## src/design/eqrm_pkg.sv

```systemverilog
`timescale 1ns / 1ps
`default_nettype none

package eqrm_pkg;

    // Build-time constants
    localparam int SAMPLE_BITS     = 16;
    localparam int HISTORY_WINDOWS = 5;
    localparam int RATE_SCALE      = 6;

    // Fixed field widths
    localparam int FEAT_W = 19;
    localparam int BPM_W  = 11;
    localparam int BEAT_W = 6;
    localparam int RUN_W  = 4;
    localparam int WARM_W = 10;
    localparam int RATE_W = 8;
    localparam int FILL_W = 3;

    localparam int WIN_LEN  = 5;
    localparam int FEAT_MAX = (1 << FEAT_W) - 1;
    localparam int BPM_MAX  = (1 << BPM_W) - 1;
    localparam int BEAT_MAX = (1 << BEAT_W) - 1;
    localparam int RUN_MAX  = (1 << RUN_W) - 1;

    // Feature datapath: |terms| sum to at most 6 * 2^SAMPLE_BITS
    localparam int Y_W   = SAMPLE_BITS + 3;
    localparam int SAT_W = (Y_W > FEAT_W) ? Y_W : FEAT_W;
    localparam int TH_W  = FEAT_W + 4;

    // Rate history
    localparam int HIST_W  = (HISTORY_WINDOWS > 1) ? $clog2(HISTORY_WINDOWS) : 1;
    localparam int HSUM_W  = $clog2(BEAT_MAX * HISTORY_WINDOWS + 1);
    localparam int PROD_W  = HSUM_W + $clog2(RATE_SCALE + 1);
    localparam int BSAT_W  = (PROD_W > BPM_W) ? PROD_W : BPM_W;

    // Command queue
    localparam int QUEUE_DEPTH = 2;
    localparam int QPTR_W      = $clog2(QUEUE_DEPTH);
    localparam int QCNT_W      = $clog2(QUEUE_DEPTH + 1);

    // Stream widths
    localparam int IN_TDATA_W  = ((SAMPLE_BITS + 7) / 8) * 8;
    localparam int OUT_BITS    = 1 + FEAT_W + 1 + BPM_W + 1 + 1;
    localparam int OUT_TDATA_W = ((OUT_BITS + 7) / 8) * 8;

    // Configuration port
    localparam int CFG_IDX_W  = 2;
    localparam int CFG_DATA_W = 10;

    localparam logic [CFG_IDX_W-1:0] CFG_RATE_LOW  = 2'd0;
    localparam logic [CFG_IDX_W-1:0] CFG_RATE_HIGH = 2'd1;
    localparam logic [CFG_IDX_W-1:0] CFG_WARMUP    = 2'd2;
    localparam logic [CFG_IDX_W-1:0] CFG_RUN_LEN   = 2'd3;

    localparam logic [RATE_W-1:0] RATE_LOW_RST  = 8'd60;
    localparam logic [RATE_W-1:0] RATE_HIGH_RST = 8'd130;
    localparam logic [WARM_W-1:0] WARMUP_RST    = 10'd251;
    localparam logic [RUN_W-1:0]  RUN_LEN_RST   = 4'd4;

    typedef struct packed {
        logic [RATE_W-1:0] rate_low;
        logic [RATE_W-1:0] rate_high;
        logic [WARM_W-1:0] warmup_samples;
        logic [RUN_W-1:0]  run_length;
    } t_cfg;

    // One classified item on its way from front to back
    typedef struct packed {
        logic              tick;
        logic              calc;
        logic [FEAT_W-1:0] feat;
    } t_cmd;

    // Result, beat in the lowest bit
    typedef struct packed {
        logic              fast_flag;
        logic              slow_flag;
        logic [BPM_W-1:0]  rate_bpm;
        logic              rate_valid;
        logic [FEAT_W-1:0] feature;
        logic              beat;
    } t_result;

endpackage

`default_nettype wire

```

## src/design/eqrm_front.sv

```systemverilog
`timescale 1ns / 1ps
`default_nettype none

module eqrm_front (
    input  wire logic                               i_clk,
    input  wire logic                               i_rst_n,
    input  wire logic                               i_valid,
    output logic                                    o_ready,
    input  wire logic                               i_kind,
    input  wire logic [eqrm_pkg::SAMPLE_BITS-1:0]   i_sample,
    output logic                                    o_cmd_valid,
    input  wire logic                               i_cmd_ready,
    output eqrm_pkg::t_cmd                          o_cmd
);
    import eqrm_pkg::*;

    // Four newest samples, r_win[3] the newest
    logic signed [SAMPLE_BITS-1:0] r_win [WIN_LEN-1];
    logic [FILL_W-1:0]             r_fill;
    logic [FILL_W-1:0]             n_fill;
    logic                          accept;
    logic                          filling;

    logic signed [Y_W-1:0] x0, x1, x2, x3, x4;
    logic signed [Y_W-1:0] d20, d31, d42, d2;
    logic [Y_W-1:0]        a20, a31, a42, a2;
    logic [Y_W-1:0]        y3;
    logic [SAT_W-1:0]      y3_ext;
    logic [FEAT_W-1:0]     feat;

    assign o_ready     = i_cmd_ready;
    assign o_cmd_valid = i_valid;
    assign accept      = i_valid && i_cmd_ready;
    assign filling     = (r_fill < FILL_W'(WIN_LEN - 1));

    // Window after the shift: x0 oldest, x4 the incoming sample
    assign x0 = Y_W'(r_win[0]);
    assign x1 = Y_W'(r_win[1]);
    assign x2 = Y_W'(r_win[2]);
    assign x3 = Y_W'(r_win[3]);
    assign x4 = Y_W'($signed(i_sample));

    assign d20 = x2 - x0;
    assign d31 = x3 - x1;
    assign d42 = x4 - x2;
    assign d2  = x0 - (x2 <<< 1) + x4;

    assign a20 = d20[Y_W-1] ? Y_W'(-d20) : Y_W'(d20);
    assign a31 = d31[Y_W-1] ? Y_W'(-d31) : Y_W'(d31);
    assign a42 = d42[Y_W-1] ? Y_W'(-d42) : Y_W'(d42);
    assign a2  = d2[Y_W-1]  ? Y_W'(-d2)  : Y_W'(d2);

    assign y3     = a20 + (a31 << 1) + a42 + a2;
    assign y3_ext = SAT_W'(y3);
    assign feat   = (y3_ext > SAT_W'(FEAT_MAX)) ? FEAT_W'(FEAT_MAX) : FEAT_W'(y3);

    always_comb begin
        o_cmd  = '0;
        n_fill = r_fill;
        if (i_kind) begin
            o_cmd.tick = 1'b1;
        end else if (filling) begin
            n_fill = r_fill + FILL_W'(1);
        end else begin
            o_cmd.calc = 1'b1;
            o_cmd.feat = feat;
        end
    end

    always_ff @(posedge i_clk) begin
        if (!i_rst_n) begin
            r_fill <= '0;
        end else if (accept) begin
            r_fill <= n_fill;
        end
    end

    // Shift on every accepted sample
    always_ff @(posedge i_clk) begin
        if (accept && !i_kind) begin
            for (int i = 0; i < WIN_LEN - 2; i++) begin
                r_win[i] <= r_win[i+1];
            end
            r_win[WIN_LEN-2] <= $signed(i_sample);
        end
    end

endmodule

`default_nettype wire

```

## src/design/eqrm_queue.sv

```systemverilog
`timescale 1ns / 1ps
`default_nettype none

module eqrm_queue (
    input  wire logic           i_clk,
    input  wire logic           i_rst_n,
    input  wire logic           i_push_valid,
    output logic                o_push_ready,
    input  eqrm_pkg::t_cmd      i_push_cmd,
    output logic                o_pop_valid,
    input  wire logic           i_pop_ready,
    output eqrm_pkg::t_cmd      o_pop_cmd
);
    import eqrm_pkg::*;

    t_cmd              r_mem [QUEUE_DEPTH];
    logic [QPTR_W-1:0] r_wr_ptr;
    logic [QPTR_W-1:0] r_rd_ptr;
    logic [QCNT_W-1:0] r_count;
    logic              push;
    logic              pop;

    assign o_push_ready = (r_count != QCNT_W'(QUEUE_DEPTH));
    assign o_pop_valid  = (r_count != '0);
    assign o_pop_cmd    = r_mem[r_rd_ptr];
    assign push         = i_push_valid && o_push_ready;
    assign pop          = o_pop_valid && i_pop_ready;

    always_ff @(posedge i_clk) begin
        if (!i_rst_n) begin
            r_wr_ptr <= '0;
            r_rd_ptr <= '0;
            r_count  <= '0;
        end else begin
            if (push) begin
                r_wr_ptr <= (r_wr_ptr == QPTR_W'(QUEUE_DEPTH - 1)) ? '0
                                                                   : r_wr_ptr + QPTR_W'(1);
            end
            if (pop) begin
                r_rd_ptr <= (r_rd_ptr == QPTR_W'(QUEUE_DEPTH - 1)) ? '0
                                                                   : r_rd_ptr + QPTR_W'(1);
            end
            if (push && !pop) begin
                r_count <= r_count + QCNT_W'(1);
            end else if (pop && !push) begin
                r_count <= r_count - QCNT_W'(1);
            end
        end
    end

    always_ff @(posedge i_clk) begin
        if (push) begin
            r_mem[r_wr_ptr] <= i_push_cmd;
        end
    end

endmodule

`default_nettype wire

```

## src/design/eqrm_back.sv

```systemverilog
`timescale 1ns / 1ps
`default_nettype none

module eqrm_back (
    input  wire logic           i_clk,
    input  wire logic           i_rst_n,
    input  eqrm_pkg::t_cfg      i_cfg,
    input  wire logic           i_cmd_valid,
    output logic                o_cmd_ready,
    input  eqrm_pkg::t_cmd      i_cmd,
    output logic                o_res_valid,
    input  wire logic           i_res_ready,
    output eqrm_pkg::t_result   o_res
);
    import eqrm_pkg::*;

    logic [FEAT_W-1:0]  r_peak,  n_peak;
    logic [WARM_W-1:0]  r_warm,  n_warm;
    logic               r_armed, n_armed;
    logic [RUN_W-1:0]   r_run,   n_run;
    logic [BEAT_W-1:0]  r_beats, n_beats;
    logic [BEAT_W-1:0]  r_hist [HISTORY_WINDOWS];
    logic [HIST_W-1:0]  r_hidx,  n_hidx;
    logic [HIST_W-1:0]  r_ticks, n_ticks;
    logic [HSUM_W-1:0]  r_hsum,  n_hsum;
    logic               r_out_valid;
    t_result            r_out,   n_out;

    logic               pop;
    logic               hist_we;
    logic [FEAT_W-1:0]  pk;
    logic               hit_lo;
    logic               hit_hi;
    logic [RUN_W-1:0]   run_t;
    logic               armed_t;
    logic [RUN_W-1:0]   need;
    logic [BSAT_W-1:0]  prod;
    logic [BPM_W-1:0]   bpm;

    assign o_cmd_ready = !r_out_valid || i_res_ready;
    assign pop         = i_cmd_valid && o_cmd_ready;
    assign o_res_valid = r_out_valid;
    assign o_res       = r_out;
    assign need        = (i_cfg.run_length == '0) ? RUN_W'(1) : i_cfg.run_length;

    always_comb begin
        n_peak  = r_peak;
        n_warm  = r_warm;
        n_armed = r_armed;
        n_run   = r_run;
        n_beats = r_beats;
        n_hidx  = r_hidx;
        n_ticks = r_ticks;
        n_hsum  = r_hsum;
        n_out   = '0;
        hist_we = 1'b0;
        pk      = (i_cmd.feat > r_peak) ? i_cmd.feat : r_peak;
        hit_lo  = ((TH_W'(i_cmd.feat) << 3) + (TH_W'(i_cmd.feat) << 1)) >= TH_W'(pk);
        hit_hi  = ((TH_W'(i_cmd.feat) << 2) + TH_W'(i_cmd.feat)) >= (TH_W'(pk) << 2);
        run_t   = '0;
        armed_t = 1'b0;
        prod    = '0;
        bpm     = '0;

        if (i_cmd.tick) begin
            hist_we = 1'b1;
            n_beats = '0;
            n_hsum  = r_hsum - HSUM_W'(r_hist[r_hidx]) + HSUM_W'(r_beats);
            n_hidx  = (r_hidx == HIST_W'(HISTORY_WINDOWS - 1)) ? '0 : r_hidx + HIST_W'(1);
            if (r_ticks < HIST_W'(HISTORY_WINDOWS - 1)) begin
                n_ticks = r_ticks + HIST_W'(1);
            end else begin
                prod = BSAT_W'(n_hsum) * BSAT_W'(RATE_SCALE);
                bpm  = (prod > BSAT_W'(BPM_MAX)) ? BPM_W'(BPM_MAX) : BPM_W'(prod);
                n_out.rate_valid = 1'b1;
                n_out.rate_bpm   = bpm;
                if (bpm <= BPM_W'(i_cfg.rate_low)) begin
                    n_out.slow_flag = 1'b1;
                end else if (bpm >= BPM_W'(i_cfg.rate_high)) begin
                    n_out.fast_flag = 1'b1;
                end
            end
        end else if (i_cmd.calc) begin
            n_out.feature = i_cmd.feat;
            n_peak        = pk;
            if (r_warm < i_cfg.warmup_samples) begin
                n_warm = r_warm + WARM_W'(1);
            end else begin
                if (hit_lo && r_armed) begin
                    run_t   = (r_run == RUN_W'(RUN_MAX)) ? r_run : r_run + RUN_W'(1);
                    armed_t = 1'b1;
                end
                if (hit_hi) begin
                    armed_t = 1'b1;
                end
                if (run_t >= need) begin
                    n_beats    = (r_beats == BEAT_W'(BEAT_MAX)) ? r_beats
                                                                : r_beats + BEAT_W'(1);
                    run_t      = '0;
                    armed_t    = 1'b0;
                    n_out.beat = 1'b1;
                end
                n_run   = run_t;
                n_armed = armed_t;
            end
        end
    end

    always_ff @(posedge i_clk) begin
        if (!i_rst_n) begin
            r_peak      <= '0;
            r_warm      <= '0;
            r_armed     <= 1'b0;
            r_run       <= '0;
            r_beats     <= '0;
            r_hidx      <= '0;
            r_ticks     <= '0;
            r_hsum      <= '0;
            r_out_valid <= 1'b0;
            for (int i = 0; i < HISTORY_WINDOWS; i++) begin
                r_hist[i] <= '0;
            end
        end else begin
            if (pop) begin
                r_peak  <= n_peak;
                r_warm  <= n_warm;
                r_armed <= n_armed;
                r_run   <= n_run;
                r_beats <= n_beats;
                r_hidx  <= n_hidx;
                r_ticks <= n_ticks;
                r_hsum  <= n_hsum;
                if (hist_we) begin
                    r_hist[r_hidx] <= r_beats;
                end
            end
            if (pop) begin
                r_out_valid <= 1'b1;
            end else if (i_res_ready) begin
                r_out_valid <= 1'b0;
            end
        end
    end

    always_ff @(posedge i_clk) begin
        if (pop) begin
            r_out <= n_out;
        end
    end

endmodule

`default_nettype wire

```

## src/design/ecg_qrs_detector_rate_monitor_unit.sv

```systemverilog
`timescale 1ns / 1ps
`default_nettype none

// Path: an accepted transaction is pushed into the queue, popped by the back and registered
//   in the back's output register before it shows at the output.
// Throughput: one item per cycle while the result side is ready; the front shifts the window and
//   forms Y3 combinationally and the back updates peak, detector and rate history on each pop.
// Reset (synchronous, active low): registers return to 60/130/251/4, window fill, peak, detector,
//   beat counts and history clear at once; no clearing pass, the block is ready the next cycle.
module ecg_qrs_detector_rate_monitor_unit (
    input  wire logic                                 i_clk,
    input  wire logic                                 i_rst_n,
    // Input stream
    input  wire logic                                 i_s_axis_tvalid,
    output logic                                      o_s_axis_tready,
    input  wire logic [eqrm_pkg::IN_TDATA_W-1:0]      i_s_axis_tdata,   // [15:0] sample
    input  wire logic                                 i_s_axis_tuser,   // [0] kind (1 = tick)
    // Result stream
    output logic                                      o_m_axis_tvalid,
    input  wire logic                                 i_m_axis_tready,
    output logic [eqrm_pkg::OUT_TDATA_W-1:0]          o_m_axis_tdata,   // [0] beat, [19:1] feature,
                                                                        // [20] rate_valid,
                                                                        // [31:21] rate_bpm,
                                                                        // [32] slow_flag,
                                                                        // [33] fast_flag, rest zero
    // Configuration writes
    input  wire logic                                 i_cfg_we,
    input  wire logic [eqrm_pkg::CFG_IDX_W-1:0]       i_cfg_idx,
    input  wire logic [eqrm_pkg::CFG_DATA_W-1:0]      i_cfg_wdata
);
    import eqrm_pkg::*;

    t_cfg    r_cfg;
    logic    cmd_valid;
    logic    cmd_ready;
    t_cmd    cmd;
    logic    q_valid;
    logic    q_ready;
    t_cmd    q_cmd;
    t_result res;

    // Configuration registers: write-only, taken on any edge with the enable high
    always_ff @(posedge i_clk) begin
        if (!i_rst_n) begin
            r_cfg.rate_low       <= RATE_LOW_RST;
            r_cfg.rate_high      <= RATE_HIGH_RST;
            r_cfg.warmup_samples <= WARMUP_RST;
            r_cfg.run_length     <= RUN_LEN_RST;
        end else if (i_cfg_we) begin
            case (i_cfg_idx)
                CFG_RATE_LOW:  r_cfg.rate_low       <= i_cfg_wdata[RATE_W-1:0];
                CFG_RATE_HIGH: r_cfg.rate_high      <= i_cfg_wdata[RATE_W-1:0];
                CFG_WARMUP:    r_cfg.warmup_samples <= i_cfg_wdata[WARM_W-1:0];
                CFG_RUN_LEN:   r_cfg.run_length     <= i_cfg_wdata[RUN_W-1:0];
                default: begin
                end
            endcase
        end
    end

    // Front: accept a transaction, shift the window, classify as tick, fill or computed sample
    eqrm_front u_front (
        .i_clk       (i_clk),
        .i_rst_n     (i_rst_n),
        .i_valid     (i_s_axis_tvalid),
        .o_ready     (o_s_axis_tready),
        .i_kind      (i_s_axis_tuser),
        .i_sample    (i_s_axis_tdata[SAMPLE_BITS-1:0]),
        .o_cmd_valid (cmd_valid),
        .i_cmd_ready (cmd_ready),
        .o_cmd       (cmd)
    );

    // Short queue: hold classified items so either side can stall on its own
    eqrm_queue u_queue (
        .i_clk        (i_clk),
        .i_rst_n      (i_rst_n),
        .i_push_valid (cmd_valid),
        .o_push_ready (cmd_ready),
        .i_push_cmd   (cmd),
        .o_pop_valid  (q_valid),
        .i_pop_ready  (q_ready),
        .o_pop_cmd    (q_cmd)
    );

    // Back: peak tracking, arm/run detection, rate history; registered result
    eqrm_back u_back (
        .i_clk       (i_clk),
        .i_rst_n     (i_rst_n),
        .i_cfg       (r_cfg),
        .i_cmd_valid (q_valid),
        .o_cmd_ready (q_ready),
        .i_cmd       (q_cmd),
        .o_res_valid (o_m_axis_tvalid),
        .i_res_ready (i_m_axis_tready),
        .o_res       (res)
    );

    // Pad the packed result up to whole bytes
    assign o_m_axis_tdata = OUT_TDATA_W'(res);

endmodule

`default_nettype wire

```

## config.mk

```make
export PLATFORM = sky130hd
export DESIGN_NAME = ecg_qrs_detector_rate_monitor_unit
export DESIGN_NICKNAME = d
export VERILOG_FILES = /design/src/design/eqrm_pkg.sv /design/src/design/eqrm_front.sv /design/src/design/eqrm_queue.sv /design/src/design/eqrm_back.sv /design/src/design/ecg_qrs_detector_rate_monitor_unit.sv
export SDC_FILE = /design/constraint.sdc
export NUM_CORES = 1
export LEC_CHECK = 0
export BUFFER_PORTS_ARGS = -buffer_cell sky130_fd_sc_hd__buf_2
export CAP_MARGIN = 20
export CORE_UTILIZATION = 35
export CTS_BUF_LIST = sky130_fd_sc_hd__clkbuf_2 sky130_fd_sc_hd__clkbuf_4 sky130_fd_sc_hd__clkbuf_8
export DETAILED_ROUTE_END_ITERATION = 16
export PLACE_DENSITY = 0.5
export SYNTH_ARGS = -nofsm -noshare
export SYNTH_HDL_FRONTEND = slang
export SYNTH_SLANG_ARGS = --single-unit
```

## constraint.sdc

```tcl
create_clock -name i_clk -period 6.92 [get_ports i_clk]
set_input_delay 0.346 -clock i_clk [delete_from_list [all_inputs] [get_ports i_clk]]
set_output_delay 0.346 -clock i_clk [all_outputs]
set_load 0.05 [all_outputs]
```

Yosys cells after proc, flatten, opt, wreduce, memory -nomap -nowiden
Memories as Yosys holds them, arrays and structs flattened. A register that Yosys moved wholly into a read port is not among the register bits.
Index checks and enable logic that the tools add are counted.
Widths: inputs -> output; s select.
{"block": "word_totals", "regBits": 127, "mem_count": 3, "out_inout_bits": 42, "ram_bits": 136, "wordCells": 164}
{"memory": "u_front.r_win", "words": 4, "width": 16, "rd": 4, "rd_clocked_by_memory_dff": 0, "wr": 4, "line_no": "eqrm_front.sv:18", "source": "logic signed [SAMPLE_BITS-1:0] r_win [WIN_LEN-1];"}
{"memory": "u_queue.r_mem", "words": 2, "width": 21, "rd": 1, "rd_clocked_by_memory_dff": 1, "wr": 1, "line_no": "eqrm_queue.sv:16", "source": "t_cmd r_mem [QUEUE_DEPTH];"}
{"memory": "u_back.r_hist", "words": 5, "width": 6, "rd": 1, "rd_clocked_by_memory_dff": 1, "wr": 5, "line_no": "eqrm_back.sv:22", "source": "logic [BEAT_W-1:0] r_hist [HISTORY_WINDOWS];"}
{"block": "classes", "n_eq_ne": 9, "magnitude_cmp": 11, "muxes": 53, "reduce_logical": 34, "n_bitwise": 4, "multipliers": 1, "n_addsub": 26}
{"cell": "$mux 19", "count": 5}
{"cell": "$add 19x19->19", "count": 3}
{"cell": "$neg 19->19", "count": 3}
{"cell": "$sub 16x16->17", "count": 3}
{"cell": "$mux 20", "count": 2}
{"cell": "$mux 6", "count": 6}
{"cell": "$mux 4", "count": 7}
{"cell": "$mux 1", "count": 25}
{"cell": "$add 22x20->23", "count": 1}
{"cell": "$ge 23x19->1", "count": 1}
{"cell": "$ge 23x21->1", "count": 1}
{"cell": "$add 21x19->22", "count": 1}
{"cell": "$add 18x16->19", "count": 1}
{"cell": "$gt 19x19->1", "count": 1}
{"cell": "$gt 19x19->1 const B", "count": 1}
{"cell": "$mux 18", "count": 1}
{"cell": "$neg 17->18", "count": 1}
{"cell": "$sub 16x17->18", "count": 1}
{"cell": "$gt 12x11->1 const B", "count": 1}
{"cell": "$mux 3", "count": 4}
{"cell": "$ge 11x8->1", "count": 1}
{"cell": "$le 11x8->1", "count": 1}
{"cell": "$mul 9x2->11 const B", "count": 1}
{"cell": "$mux 11", "count": 1}
{"cell": "33 further kinds", "count": 65}

Longest topological paths before layout
{"block": "depth", "ltp_word": 13, "mapped_depth": 31}

By module
From an unflattened synthesis, not the netlist that was laid out.
{"block": "unflattened", "cells_unflattened": 2264, "area_unflattened_um2": 21904.8}
{"mod": "eqrm_back", "cells_each": 1004, "area_per_inst_um2": 9879.5, "n_inst": 1}
{"mod": "eqrm_front", "cells_each": 1041, "area_per_inst_um2": 8994.9, "n_inst": 1}
{"mod": "eqrm_queue", "cells_each": 89, "area_per_inst_um2": 1750.4, "n_inst": 1}
{"mod": "ecg_qrs_detector_rate_monitor_unit", "cells_each": 130, "area_per_inst_um2": 1280.0, "n_inst": 1}

Worst setup path before layout
No wires, ideal clock.
{"block": "synth_timing", "kind": "register to register", "startpoint": "reg with a tool-made name", "endpoint": "reg u_back.r_beats[5]", "stages_incl_launch_ff": 32, "slack_ns": 0.211, "path_buffers": 4, "period_less_slack_ns": 6.709, "setup_ns": 0.070, "arrival_time_ns": 6.639, "required_time_ns": 6.850, "path_cell_list": "dfxtp_1 -> clkbuf_1 -> buf_2 -> buf_1 -> mux2i_1 -> inv_1 -> ha_1 -> and4_1 -> nand2_1 -> a2bb2oi_1 -> and2_1 -> a21oi_1 -> clkbuf_1 -> nand2_1 -> o21ai_0 -> ha_1 -> a21o_1 -> a21o_1 -> a21o_1 -> a221oi_1 -> o211ai_1 -> a31oi_1 -> nand4bb_1 -> nand2_1 -> nor2_1 -> ha_1 -> a21o_1 -> a21o_1 -> a21oi_1 -> or3_1 -> or4_1 -> a21oi_1"}
{"item": "to (signal assigned)", "line_no": "eqrm_back.sv:129", "source": "r_beats <= n_beats;"}
{"item": "to (decl)", "line_no": "eqrm_back.sv:21", "source": "logic [BEAT_W-1:0] r_beats, n_beats;"}

==> summary.txt <==
Clocking
  • Worst-skew pair later-pin latency: 700 ps
  • Max clock buf depth: 3
  • Clk root buf: clkbuf_8
  • Clock Sinks: 285
  • TritonCTS clock tree: built
  • CTS Buf Count: 54
  • Clk slew on worst S/H paths: 70 ps
  • H-tree Lvls: 2

Critical path
  • Setup crit end kind: flip-flop
  • FF-to-FF Start: u_front.r_win[2][1]$_DFFE_PP_
  • Crit path launch type: flip-flop
  • Critical path type: flip-flop to flip-flop
  • CP delay by family, top: adder cells
  • Required @ worst endpoint: 7460 ps
  • Worst path most repeated cell: fa_1
  • Launch point of the worst path: u_front.r_win[2][1]$_DFFE_PP_
  • WP buf/inv: 4
  • Crit path max fanout: 5
  • Crit path arrival time: 7110 ps
  • CP max-delay cell: fa_1
  • Slowest Stage Delay on Critical Path: 540 ps

Global route
  • Met2 usage: 0.293
  • Vias in the first global route: 16700
  • Total gr overflow: 0
  • Largest net degree at the start of global routing: 66
  • Met1 Use GR: 0.229
  • Initial antenna violation count: 0
  • Global-route wire length before repair: 86700 um
  • GRT busiest layer: met2
  • Gr usage total: 0.174
  • Met3 Resource Use GR: 0.0235

Layout
  • Register area: 7590 um^2
  • Ant diodes: 0
  • # nets final: 2736
  • Layout cells sized above 1: 0.135
  • Utilization after layout: 0.410
  • Area occupied by multi-input gates: 12600 um^2
  • Fillers: 5935
  • Layout Area Growth over Synthesis: 15.7%

Worst hold path
  • Hold Path Class: primary input to flip-flop
  • Min-delay src: i_cfg_idx[0]

Synthesis
  • Adder-cell share of the synthesized area: 0.185
  • Register bit total from synthesis: 285
  • Netlist Area Pre-Place: 21300 um^2
  • Ys Warns: 0
  • Syn_area_per_cell: 9.52 um^2
  • Compound-Gate Fraction of Synth Area: 0.148
  • Mux cell area share after synthesis: 0.0447
  • Gate Count Post-Synth: 2240
  • Synth Area in XOR/XNOR: 0.0591
  • Asr flop ratio synth: 0
  • Post-synth EDFFs: 188
  • Predominant post-synthesis flop cell: edfxtp_1
  • Seq/Total Area, Yosys: 0.356
  • Cell variety after synth: 80
  • Largest family of logic cells by synthesized area: adder cells
  • Synth Area in Simple Gates: 0.146

STA
  • Final setup fails: 0
  • RSZ-0062 raised after global routing: no
  • Period utilisation layout: 0.949
  • Min Tclk post-route: 6570 ps
  • Worst Slack Setup Final: 354 ps
  • Final setup skew: 72.9 ps
  • Worst Tran Pin Value: 1070 ps
  • Worst rel slew slack: 0.286
  • Fin. Hold Viols: 0
  • Max Freq: 0.152 GHz
  • Final Max Tran Viols: 0

Detailed routing
  • Antenna viol nets, final: 0
  • Drt pass-1 iters: 11
  • Routed wire length: 53900 um
  • Vias per inst: 5.11
  • Drc violations: 1
  • Detailed-route via count: 16600
  • Initial drt markers: 753
  • Wire length per cell: 16.6 um

Die
  • Io pins: 76
  • Core area: 60200 um^2
  • # rows: 90
  • Die Y: 249 um
  • Initial Util: 0.354
  • Die area: 61900 um^2
  • Chip width: 249 um

Job
  • Max_cap viols: 0

Placed design
  • Dpl ws: -29.9 ps
  • IO buf count: 69
  • Gpl congestion: 0.872
  • Detailed placer's ending HPWL: 41800 um

Status
  • Failing checks: design-rule violations
  • Status: complete, but fails checks
-- logic make-up after synthesis --
family / after synthesis
compound gates: 489
xor+xnor: 144
fa+ha+maj: 278
buf+inv: 338
flops: 285
mux: 77
other cells: 2
simple gates: 627
-- stage by stage --
step / cells / setup TNS [ps] / instance area [um^2] / hold WS [ps]
3_3_place_gp: 3119 / 0 / 23000 / 429
2_1_floorplan: 2246 / 0 / 21300 / 426
4_1_cts: 3250 / 0 / 24600 / 12.0
3_5_place_dp: 3120 / -59.9 / 23000 / 432
5_1_grt: 3252 / 0 / 24700 / 82.3
6_report: 3252 / 0 / 24700 / 79.6
-- Yosys cell counts (31+ instances only) --
master	n	area (um^2)
mux2i_1	39	390
nand2_1	157	589
ha_1	215	2690
a21oi_1	150	751
edfxtp_1	188	5650
fa_1	63	1260
and2_1	37	231
nor2_1	164	616
xor2_1	64	561
clkbuf_1	36	135
o21ai_0	94	470
nor3_1	51	255
xnor2_1	80	701
inv_1	287	1080
a21o_1	46	345
dfxtp_1	97	1940
o21a_1	31	233
nand3_1	47	235
-- metal layers --
metal	vias to the layer above	share of wire
li1	8317	-
met3	93	0.033
met4	0	0.026
met2	266	0.47
met5	-	0
met1	7954	0.48
-- path summary, 6_finish.rpt --
path                                                  endpoint  slack (ps)  cells after the start
worst max-delay path            u_queue.r_mem[1][18]$_DFFE_PP_         350                     25
worst min-delay path                     r_cfg[4]$_SDFFE_PN1P_          80                      4
worst max register to register  u_queue.r_mem[1][18]$_DFFE_PP_         350                     25
worst min register to register   u_front.r_win[0][5]$_DFFE_PP_         450                      0
-- flip-flops by register name, summed over array words and instances (netlist names), named ones only --
name	flops
u_front.r_win	64
u_back.r_hist	48
u_queue.r_mem	42
u_back.o_res	34
r_cfg	30
u_back.r_peak	19
u_back.r_warm	10
u_back.r_hsum	9
u_back.r_beats	6
u_back.r_run	4
u_back.r_hidx	3
u_back.r_ticks	3
u_front.r_fill	3
u_queue.r_count	2
u_back.o_res_valid	1
u_back.r_armed	1
u_queue.r_rd_ptr	1
u_queue.r_wr_ptr	1
-- worst min-delay path: stages --
cell and delay, ps:
buf_2 120, or2_2 150, nand2_1 60, nand3_1 70
-- timing repair --
item | 4_1_cts | 5_1_grt
resized for setup | 1 | 28
setup endpoints to repair | 2 | 22
hold buffers | 28 | 0
hold endpoints to repair | 49 | 0
pin swaps | 0 | 2
buffers inserted | 0 | 1
-- area by class of cell --
| cell class | instances | share of cell area |
|---|---|---|
| Clock inverter | 21 | 0.00948 |
| Tap cell | 782 | 0.0397 |
| Inverter | 289 | 0.0440 |
| Clock buffer | 81 | 0.0404 |
| Multi-Input combinational cell | 1623 | 0.510 |
| Timing Repair Buffer | 171 | 0.0489 |
| Sequential cell | 285 | 0.308 |
-- layout by cell type, fill, tap and decap left out, types with 9 or more instances in the layout --
master / count
clkbuf_4: 19
o21a_1: 31
a31oi_1: 20
mux2i_1: 34
buf_4: 69
a21o_1: 46
nand4_1: 17
or3_1: 21
o21bai_1: 15
nor2b_1: 18
a211oi_1: 14
o211ai_1: 19
o31ai_1: 9
xnor2_1: 79
nor3_1: 51
o21ai_0: 90
dfxtp_1: 95
nand3_1: 47
mux2_2: 26
nor2_1: 161
nor4_1: 19
clkinv_1: 9
edfxtp_1: 188
dlygate4sd3_1: 28
nand2b_1: 26
and2_1: 37
ha_1: 215
fa_1: 63
buf_2: 69
xor2_1: 64
and3_1: 16
inv_1: 286
a21oi_1: 147
clkbuf_8: 62
mux4_2: 12
nand2_1: 157
Power is left out: the tool's default activity adds up to more than one toggle a clock period on the data nets, which glitch-free logic cannot reach.
